File: config.mk
export PLATFORM = sky130hd
export DESIGN_NAME = sequential_turn_lamp_controller
export DESIGN_NICKNAME = d
export VERILOG_FILES = /design/src/rtl/core/stlc_pkg.sv /design/src/rtl/core/stlc_core.sv /design/src/rtl/core/stlc_skid.sv /design/src/rtl/core/sequential_turn_lamp_controller.sv
export SDC_FILE = /design/constraint.sdc
export NUM_CORES = 1
export LEC_CHECK = 0
export BUFFER_PORTS_ARGS = -buffer_cell sky130_fd_sc_hd__buf_4
export CORE_ASPECT_RATIO = 2
export CORE_UTILIZATION = 43
export DETAILED_ROUTE_END_ITERATION = 8
export PLACE_DENSITY = 0.71
export SYNTH_ARGS = -nofsm -noshare
export SYNTH_HDL_FRONTEND = slang
export SYNTH_SLANG_ARGS = --single-unit
export TNS_END_PERCENT = 100
File: constraint.sdc
create_clock -name clk_i -period 3.4 [get_ports clk_i]
set_clock_uncertainty 0.05 [all_clocks]
set_input_delay 0.34 -clock clk_i [delete_from_list [all_inputs] [get_ports clk_i]]
set_output_delay 0.34 -clock clk_i [all_outputs]
set_load 0.01 [all_outputs]
File: src/rtl/core/stlc_pkg.sv
`timescale 1ns / 1ps
// ----------------------------------------------------------------------------
// Sequential turn lamp controller package
// Shared widths, codes, lamp groups and the result record.
// ----------------------------------------------------------------------------
package stlc_pkg;

  // Widths of the configuration registers, the default step timer and the pin, lamp, duty and step fields.
  localparam int unsigned DELAY_W        = 16;
  localparam int unsigned TIMER_BITS_DEF = 16;
  localparam int unsigned PINS_W         = 5;
  localparam int unsigned LAMPS_W        = 10;
  localparam int unsigned DUTY_W         = 2;
  localparam int unsigned STEP_W         = 3;

  // Stream payload widths, padded to whole bytes.
  localparam int unsigned IN_TDATA_W  = 8;
  localparam int unsigned OUT_TDATA_W = 16;

  // Configuration register indexes.
  localparam int unsigned CFG_IDX_W = 1;
  localparam logic [CFG_IDX_W-1:0] CFG_NORMAL_DELAY = 1'd0;
  localparam logic [CFG_IDX_W-1:0] CFG_TEST_DELAY   = 1'd1;

  // Reset values of the delay registers.
  localparam logic [DELAY_W-1:0] NORMAL_DELAY_RST = 16'd100;
  localparam logic [DELAY_W-1:0] TEST_DELAY_RST   = 16'd10;

  // Bit positions of the pins in a sample.
  localparam int unsigned PIN_TURN  = 0;
  localparam int unsigned PIN_DRL   = 1;
  localparam int unsigned PIN_POS   = 2;
  localparam int unsigned PIN_WHITE = 3;
  localparam int unsigned PIN_TEST  = 4;

  // Lamp groups of the turn sequence.
  localparam logic [LAMPS_W-1:0] YELLOW_ALL = 10'h3FF;
  localparam logic [LAMPS_W-1:0] GROUP_A    = 10'h023;
  localparam logic [LAMPS_W-1:0] GROUP_B    = 10'h04C;
  localparam logic [LAMPS_W-1:0] GROUP_C    = 10'h190;
  localparam logic [LAMPS_W-1:0] GROUP_D    = 10'h200;

  // Duty codes.
  localparam logic [DUTY_W-1:0] DUTY_POS  = 2'd0;
  localparam logic [DUTY_W-1:0] DUTY_DRL  = 2'd1;
  localparam logic [DUTY_W-1:0] DUTY_FULL = 2'd2;

  // Sequence step codes.
  localparam logic [STEP_W-1:0] STEP_IDLE = 3'd0;
  localparam logic [STEP_W-1:0] STEP_A    = 3'd1;
  localparam logic [STEP_W-1:0] STEP_B    = 3'd2;
  localparam logic [STEP_W-1:0] STEP_C    = 3'd3;
  localparam logic [STEP_W-1:0] STEP_D    = 3'd4;

  // One result beat.
  typedef struct packed {
    logic               side_light;
    logic [DUTY_W-1:0]  duty_code;
    logic               white_lamp;
    logic [LAMPS_W-1:0] yellow_lamps;
  } result_t;

endpackage

File: src/rtl/core/stlc_core.sv
`timescale 1ns / 1ps
// ----------------------------------------------------------------------------
// Turn lamp core
// Debounce, timed turn sequence and steady-light decision for one tick beat.
// ----------------------------------------------------------------------------
module stlc_core
  import stlc_pkg::*;
#(
  parameter int unsigned TIMER_BITS = TIMER_BITS_DEF
) (
  input  logic               clk_i,
  input  logic               rst_ni,
  input  logic               accept_i,
  input  logic [PINS_W-1:0]  sample_i,
  input  logic [DELAY_W-1:0] normal_delay_i,
  input  logic [DELAY_W-1:0] test_delay_i,
  output result_t            result_o
);

  localparam int unsigned CMP_W = (TIMER_BITS > DELAY_W) ? TIMER_BITS : DELAY_W;
  localparam logic [TIMER_BITS-1:0] TIMER_MAX = {TIMER_BITS{1'b1}};

  logic [PINS_W-1:0]     prev_q, prev_d;
  logic [PINS_W-1:0]     stable_q, stable_d;
  logic [STEP_W-1:0]     step_q, step_d;
  logic [TIMER_BITS-1:0] timer_q, timer_d;
  logic [LAMPS_W-1:0]    yellow_q, yellow_d;
  logic                  white_q, white_d;
  logic [DUTY_W-1:0]     duty_q, duty_d;
  logic [DELAY_W-1:0]    delay;
  logic                  timer_done;

  // Debounce: a repeated sample becomes the stable pin set.
  always_comb begin
    prev_d   = prev_q;
    stable_d = stable_q;
    if (sample_i != prev_q) begin
      prev_d = sample_i;
    end else begin
      stable_d = sample_i;
    end
  end

  // Step delay selection and the compare against the incremented timer.
  always_comb begin
    logic [TIMER_BITS-1:0] timer_inc;
    timer_inc  = (timer_q != TIMER_MAX) ? timer_q + 1'b1 : timer_q;
    delay      = stable_d[PIN_TEST] ? test_delay_i : normal_delay_i;
    timer_done = CMP_W'(timer_inc) >= CMP_W'(delay);
    timer_d    = timer_inc;
    step_d     = step_q;
    yellow_d   = yellow_q;
    white_d    = white_q;
    duty_d     = duty_q;

    // Turn sequence.
    if (!stable_d[PIN_TURN]) begin
      step_d = STEP_IDLE;
    end else begin
      unique case (step_q)
        STEP_IDLE: begin
          yellow_d = GROUP_A;
          white_d  = 1'b0;
          duty_d   = DUTY_FULL;
          step_d   = STEP_A;
          timer_d  = '0;
        end
        STEP_A, STEP_B, STEP_C: begin
          if (timer_done) begin
            step_d  = step_q + 1'b1;
            timer_d = '0;
            case (step_q)
              STEP_A:  yellow_d = yellow_q | GROUP_B;
              STEP_B:  yellow_d = yellow_q | GROUP_C;
              default: yellow_d = yellow_q | GROUP_D;
            endcase
          end
        end
        STEP_D: begin
        end
        default: begin
          step_d  = STEP_IDLE;
          timer_d = '0;
        end
      endcase
    end

    // Steady lights while turn is off.
    if (!stable_d[PIN_TURN]) begin
      if (stable_d[PIN_DRL] || stable_d[PIN_POS]) begin
        white_d  = stable_d[PIN_WHITE];
        yellow_d = stable_d[PIN_WHITE] ? '0 : YELLOW_ALL;
        duty_d   = stable_d[PIN_DRL] ? DUTY_DRL : DUTY_POS;
      end else begin
        yellow_d = '0;
        white_d  = 1'b0;
        duty_d   = DUTY_FULL;
      end
    end
  end

  // State update on every accepted tick beat.
  always_ff @(posedge clk_i or negedge rst_ni) begin
    if (!rst_ni) begin
      prev_q   <= '0;
      stable_q <= '0;
      step_q   <= STEP_IDLE;
      timer_q  <= '0;
      yellow_q <= '0;
      white_q  <= 1'b0;
      duty_q   <= DUTY_POS;
    end else if (accept_i) begin
      prev_q   <= prev_d;
      stable_q <= stable_d;
      step_q   <= step_d;
      timer_q  <= timer_d;
      yellow_q <= yellow_d;
      white_q  <= white_d;
      duty_q   <= duty_d;
    end
  end

  // The result reflects the state after this tick.
  assign result_o.yellow_lamps = yellow_d;
  assign result_o.white_lamp   = white_d;
  assign result_o.duty_code    = duty_d;
  assign result_o.side_light   = stable_d[PIN_POS];

  // White and yellow lamps are never lit together.
  assert property (@(posedge clk_i) disable iff (!rst_ni)
    white_q |-> (yellow_q == '0))
    else $error("white and yellow lamps lit together");

  // A tick with stable turn low leaves the sequence idle.
  assert property (@(posedge clk_i) disable iff (!rst_ni)
    (accept_i && !stable_d[PIN_TURN]) |=> (step_q == STEP_IDLE))
    else $error("sequence not idle after turn dropped");

  // While the sequence runs, the first lamp group stays lit at full duty.
  assert property (@(posedge clk_i) disable iff (!rst_ni)
    (step_q != STEP_IDLE) |-> ((yellow_q & GROUP_A) == GROUP_A && duty_q == DUTY_FULL))
    else $error("turn sequence lost its first group");

endmodule

File: src/rtl/core/stlc_skid.sv
`timescale 1ns / 1ps
// ----------------------------------------------------------------------------
// Result output buffer
// Two-entry output register with a skid stage, so a new beat is taken while
// one finished result still waits downstream.
// ----------------------------------------------------------------------------
module stlc_skid
  import stlc_pkg::*;
(
  input  logic    clk_i,
  input  logic    rst_ni,
  input  logic    in_valid_i,
  output logic    in_ready_o,
  input  result_t in_data_i,
  output logic    out_valid_o,
  input  logic    out_ready_i,
  output result_t out_data_o
);

  logic    main_valid_q;
  logic    skid_valid_q;
  result_t main_q;
  result_t skid_q;
  logic    push;
  logic    pop;

  assign in_ready_o  = !skid_valid_q;
  assign push        = in_valid_i && !skid_valid_q;
  assign pop         = main_valid_q && out_ready_i;
  assign out_valid_o = main_valid_q;
  assign out_data_o  = main_q;

  // Valid flags.
  always_ff @(posedge clk_i or negedge rst_ni) begin
    if (!rst_ni) begin
      main_valid_q <= 1'b0;
      skid_valid_q <= 1'b0;
    end else if (pop) begin
      if (skid_valid_q) begin
        skid_valid_q <= 1'b0;
      end else begin
        main_valid_q <= push;
      end
    end else if (push) begin
      if (main_valid_q) begin
        skid_valid_q <= 1'b1;
      end else begin
        main_valid_q <= 1'b1;
      end
    end
  end

  // Payload registers.
  always_ff @(posedge clk_i) begin
    if (pop && skid_valid_q) begin
      main_q <= skid_q;
    end else if (push && (pop || !main_valid_q)) begin
      main_q <= in_data_i;
    end else if (push) begin
      skid_q <= in_data_i;
    end
  end

  // The skid stage only fills behind a waiting result.
  assert property (@(posedge clk_i) disable iff (!rst_ni)
    skid_valid_q |-> main_valid_q)
    else $error("skid entry without main entry");

  // A full buffer that is not drained takes no beat and stays full.
  assert property (@(posedge clk_i) disable iff (!rst_ni)
    (skid_valid_q && !out_ready_i) |=> skid_valid_q)
    else $error("skid entry lost");

  // A waiting skid entry moves forward when the main entry drains.
  assert property (@(posedge clk_i) disable iff (!rst_ni)
    (skid_valid_q && out_ready_i) |=> (main_valid_q && main_q == $past(skid_q)))
    else $error("skid entry not forwarded");

endmodule

File: src/rtl/core/sequential_turn_lamp_controller.sv
`timescale 1ns / 1ps
// ----------------------------------------------------------------------------
// Sequential turn lamp controller
// Debounces the lamp request pins and drives the ten-lamp sequential turn
// pattern or the steady DRL and position lights, one result per tick beat.
// ----------------------------------------------------------------------------
// Each tick beat is handled by combinational core logic between the state
// registers and the output buffer, so a beat is accepted every cycle while
// s_axis_tready is high, and its result is registered there. The two-entry
// buffer keeps s_axis_tready high while one result waits; tready falls only
// when two results are held. The user must write the step delays through the
// configuration port only while no beat is in flight; nothing enforces it.
module sequential_turn_lamp_controller
  import stlc_pkg::*;
#(
  parameter int unsigned TIMER_BITS = TIMER_BITS_DEF
) (
  input  logic                   clk_i,
  input  logic                   rst_ni,
  // Tick beat: turn_raw, drl_raw, pos_raw, white_raw, test_raw, zero pad.
  input  logic                   s_axis_tvalid,
  output logic                   s_axis_tready,
  input  logic [IN_TDATA_W-1:0]  s_axis_tdata,
  // Result beat: yellow_lamps, white_lamp, duty_code, side_light, zero pad.
  output logic                   m_axis_tvalid,
  input  logic                   m_axis_tready,
  output logic [OUT_TDATA_W-1:0] m_axis_tdata,
  // Configuration write port.
  input  logic                   cfg_we_i,
  input  logic [CFG_IDX_W-1:0]   cfg_idx_i,
  input  logic [DELAY_W-1:0]     cfg_data_i
);

  logic [DELAY_W-1:0] normal_delay_q;
  logic [DELAY_W-1:0] test_delay_q;
  logic               accept;
  result_t            core_result;
  result_t            out_result;

  // Delay registers.
  always_ff @(posedge clk_i or negedge rst_ni) begin
    if (!rst_ni) begin
      normal_delay_q <= NORMAL_DELAY_RST;
      test_delay_q   <= TEST_DELAY_RST;
    end else if (cfg_we_i) begin
      unique case (cfg_idx_i)
        CFG_NORMAL_DELAY: normal_delay_q <= cfg_data_i;
        CFG_TEST_DELAY:   test_delay_q   <= cfg_data_i;
        default: begin
        end
      endcase
    end
  end

  assign accept = s_axis_tvalid && s_axis_tready;

  stlc_core #(
    .TIMER_BITS(TIMER_BITS)
  ) u_core (
    .clk_i         (clk_i),
    .rst_ni        (rst_ni),
    .accept_i      (accept),
    .sample_i      (s_axis_tdata[PINS_W-1:0]),
    .normal_delay_i(normal_delay_q),
    .test_delay_i  (test_delay_q),
    .result_o      (core_result)
  );

  stlc_skid u_skid (
    .clk_i      (clk_i),
    .rst_ni     (rst_ni),
    .in_valid_i (s_axis_tvalid),
    .in_ready_o (s_axis_tready),
    .in_data_i  (core_result),
    .out_valid_o(m_axis_tvalid),
    .out_ready_i(m_axis_tready),
    .out_data_o (out_result)
  );

  // Pack the result beat, first field in the lowest bits.
  assign m_axis_tdata = {
    {(OUT_TDATA_W - LAMPS_W - DUTY_W - 2){1'b0}},
    out_result.side_light,
    out_result.duty_code,
    out_result.white_lamp,
    out_result.yellow_lamps
  };

endmodule
==> results.txt <==
Vias: 4,125
Failing checks: setup timing
Register area: 2750 sq um
Antenna violations before repair: 0
Final total power: 5.00 mW
Avg Synthesized Cell Area: 10.9 sq um
Hold_buf cts: 0
CP arrival: 3870 ps
Slew margin rel.: 34.9%
DR iter-0 viols: 180
Drt first pass iters: 4
Final Hold Viols: 0
Yosys warns: 0
DP Area: 6370 sq um
Std-Cell Rows: 58
Clock-pin slew on the worst setup and hold paths: 70 ps
CTS buffer count: 9
Die Width: 82.3 um
Layout cells sized above 1: 38.2%
Peak supply drop: 0.397 mV
Clock Latency Late Sink: 350 ps
Startpoint Class: flop
Cell Area, Synth: 5550 sq um
Register area share after synthesis: 49.5%
Post-synth EDFFs: 28
CP Capture Type: flop
Setup ws final: -257 ps
Leakage: 3.19 nW
Number of clock sinks: 104
FF-to-FF path depth: 15
Final min period: 3660 ps
Final Hold Slack: 86.6 ps
Initial core utilization: 44.2%
Netlist cell types: 63
Core ar.: 12,600 sq um
GPL Wtd Cong: 0.873
Multi-input logic area: 2840 sq um
Worst path cell trace: xor2_1, nor3_2, nand3_2, mux2i_4, buf_12, buf_8, buf_6, mux2i_1, ha_1, nand4_1, a2111oi_4, nor4_4, buf_4, or4_4, o211ai_1
Period utilization: 108%
Post-synth ARST share: 73.1%
GR Util All Layers: 20.6%
Synthesized flop and latch total: 104
Area share of the largest cell type after synthesis: 32.0%
MaxCap Viol Count: 0
Net count reported at finish: 660
Crit-path max cell delay: 530 ps
CTS H-tree depth: 3
RSZ-0062 raised after global routing: yes
Core occupancy in the finished layout: 56.4%
Largest net degree at the start of global routing: 77
Wire length of the first global-routing pass: 20.7 mm
Total grt overflow: 0
Critical path type: flop to flop
Max-slew violation count: 0
Setup violations, final: 40
CTS tree: yes
Critical Path RT: 3610 ps
Max frequency: 273 MHz
Input/output buffers: 42
CTS root buffer: clkbuf_16
DP HPWL: 8.74 mm
Top_reg_cell synth: dfrtp_1
Die H: 163 um
Finished Cell Area: 7090 sq um
Filler instances: 1,025
Vias per cell: 5.41
Max clock buf depth: 2
Routed WL: 12.7 mm
Final ANT Viol Nets: 0
Synthesis-to-layout area growth: 27.7%
Area leader, netlist: dfrtp_1
Setup tns final: -6640 ps
CP max FO: 5
Die Area: 13,400 sq um
Post-Synthesis Cells: 507
Ranking of synthesized cells by area: dfrtp_1 (32%), edfxtp_1 (15%), mux2_2 (8.5%)
# DRC: 0
Pwr dens: 705 nW/um^2
Measured slew at the worst slew-check pin: 976 ps
Vias in the first global route: 4,472
Wire per inst: 16.6 um
Number of antenna diodes: 0
Status: finished with violations
I/O pins: 48
CP max stage cell: or4_4
Hold/Removal Path Class: primary input to async pin
sequential cells by signal, summed over array words and instances (netlist names):
register             flops
normal_delay_q          16
test_delay_q            16
u_core.duty_q            2
u_core.prev_q            5
u_core.stable_q          5
u_core.step_q            3
u_core.timer_q          16
u_core.white_q           1
u_core.yellow_q         10
u_skid.out_data_o       14
u_skid.out_valid_o       1
u_skid.skid_q           14
u_skid.skid_valid_q      1
routing by layer:
metal  track usage, %  wire length, um
met5                0                0
met1             20.1             4400
met4             11.2              548
met3             3.87              327
met2             38.8             7380
logic make-up (layout without fill, tap and decap cells):
group,count (synthesis),after routing,synth area share [%]
AOI/OAI and AO/OA,82,82,11.0
adders and majority gates,22,22,4.96
DFF,104,104,49.5
muxes,65,65,13.1
and+or+nand+nor,159,159,13.2
buffers and inverters,47,152,3.97
other,1,2,0.0676
xor gates and xnor gates,27,27,4.26
metrics by stage:
step | setup WS, ps | cells
after floorplan | -129 | 508
after global placement | -281 | 731
after detailed placement | -344 | 731
after CTS | -297 | 760
after global routing | -401 | 763
final | -257 | 763
critical path: cells and delay by family (launching register included):
family / cells / cell delay (ps)
buf+inv: 4 / 550
fa+ha+maj: 1 / 380
compound gates: 2 / 530
xor+xnor: 1 / 160
flops: 1 / 390
simple gates: 5 / 1140
mux: 2 / 340
cells in the final DEF (no fill, tap or decap), types with 4 or more instances in the layout:
cell type / netlist / layout
a221o_1: 6 / 6
nand2_1: 68 / 67
dfrtp_1: 71 / 71
xor2_1: 12 / 12
o211ai_1: 6 / 6
nor2_1: 48 / 35
mux2_2: 42 / 41
ha_1: 22 / 20
o21ai_2: 2 / 6
clkbuf_16: 0 / 9
nand3_1: 10 / 9
dfstp_2: 5 / 5
edfxtp_1: 28 / 28
nor2_4: 0 / 6
a21bo_2: 6 / 6
xnor2_1: 15 / 14
a21oi_1: 18 / 13
nor2_2: 0 / 7
mux2i_1: 20 / 18
o21ai_0: 14 / 6
inv_1: 24 / 24
nand4_1: 6 / 6
o21ai_1: 3 / 4
nor2b_1: 4 / 4
buf_6: 3 / 10
buf_4: 4 / 97
cell type report:
type / count / share of cell area (%)
multi-input cells: 357 / 40.1
inverters: 24 / 1.27
clock inverters: 3 / 0.600
flip-flops and latches: 104 / 38.8
well taps: 150 / 2.65
clock buffers: 13 / 3.53
repair buffers: 112 / 13.1
final timing paths:
path                                       endpoint             start  slack, ps
worst min-delay path               test_delay_q[13]            rst_ni         90
worst min register to register     u_core.prev_q[4]  u_core.prev_q[4]        450
worst max register to register   u_core.yellow_q[8]  u_core.prev_q[0]       -260
max in group asynchronous         u_core.timer_q[7]            rst_ni       2580
min in group clk_i              u_skid.skid_valid_q     m_axis_tready        150
worst max-delay path             u_core.yellow_q[8]  u_core.prev_q[0]       -260
where the power goes:
part	leakage (nW)	switching (mW)	internal, mW
Clock	0.140	0.444	0.591
Sequential	1.20	0.178	1.67
Combinational	1.86	1.10	1.02
Total	3.19	1.72	3.28
cell usage after synthesis (all sizes together) (5+ instances only):
library cell	instances
a21bo	6
a21oi	18
a221o	6
buf	10
clkbuf	13
dfrtp	71
dfstp	5
edfxtp	28
ha	22
inv	24
mux2	43
mux2i	22
nand2	68
nand3	10
nand4	7
nor2	48
o211ai	6
o21ai	19
xnor2	15
xor2	12
what timing repair did:
| item | CTS | global route |
|---|---|---|
| cloned | 2 | 0 |
| pin swaps | 35 | 21 |
| gates resized for setup | 33 | 38 |
| setup buffers | 11 | 4 |
| setup endpoints to repair | 40 | 40 |
No activity file was read; power rests on OpenSTA's default activity.
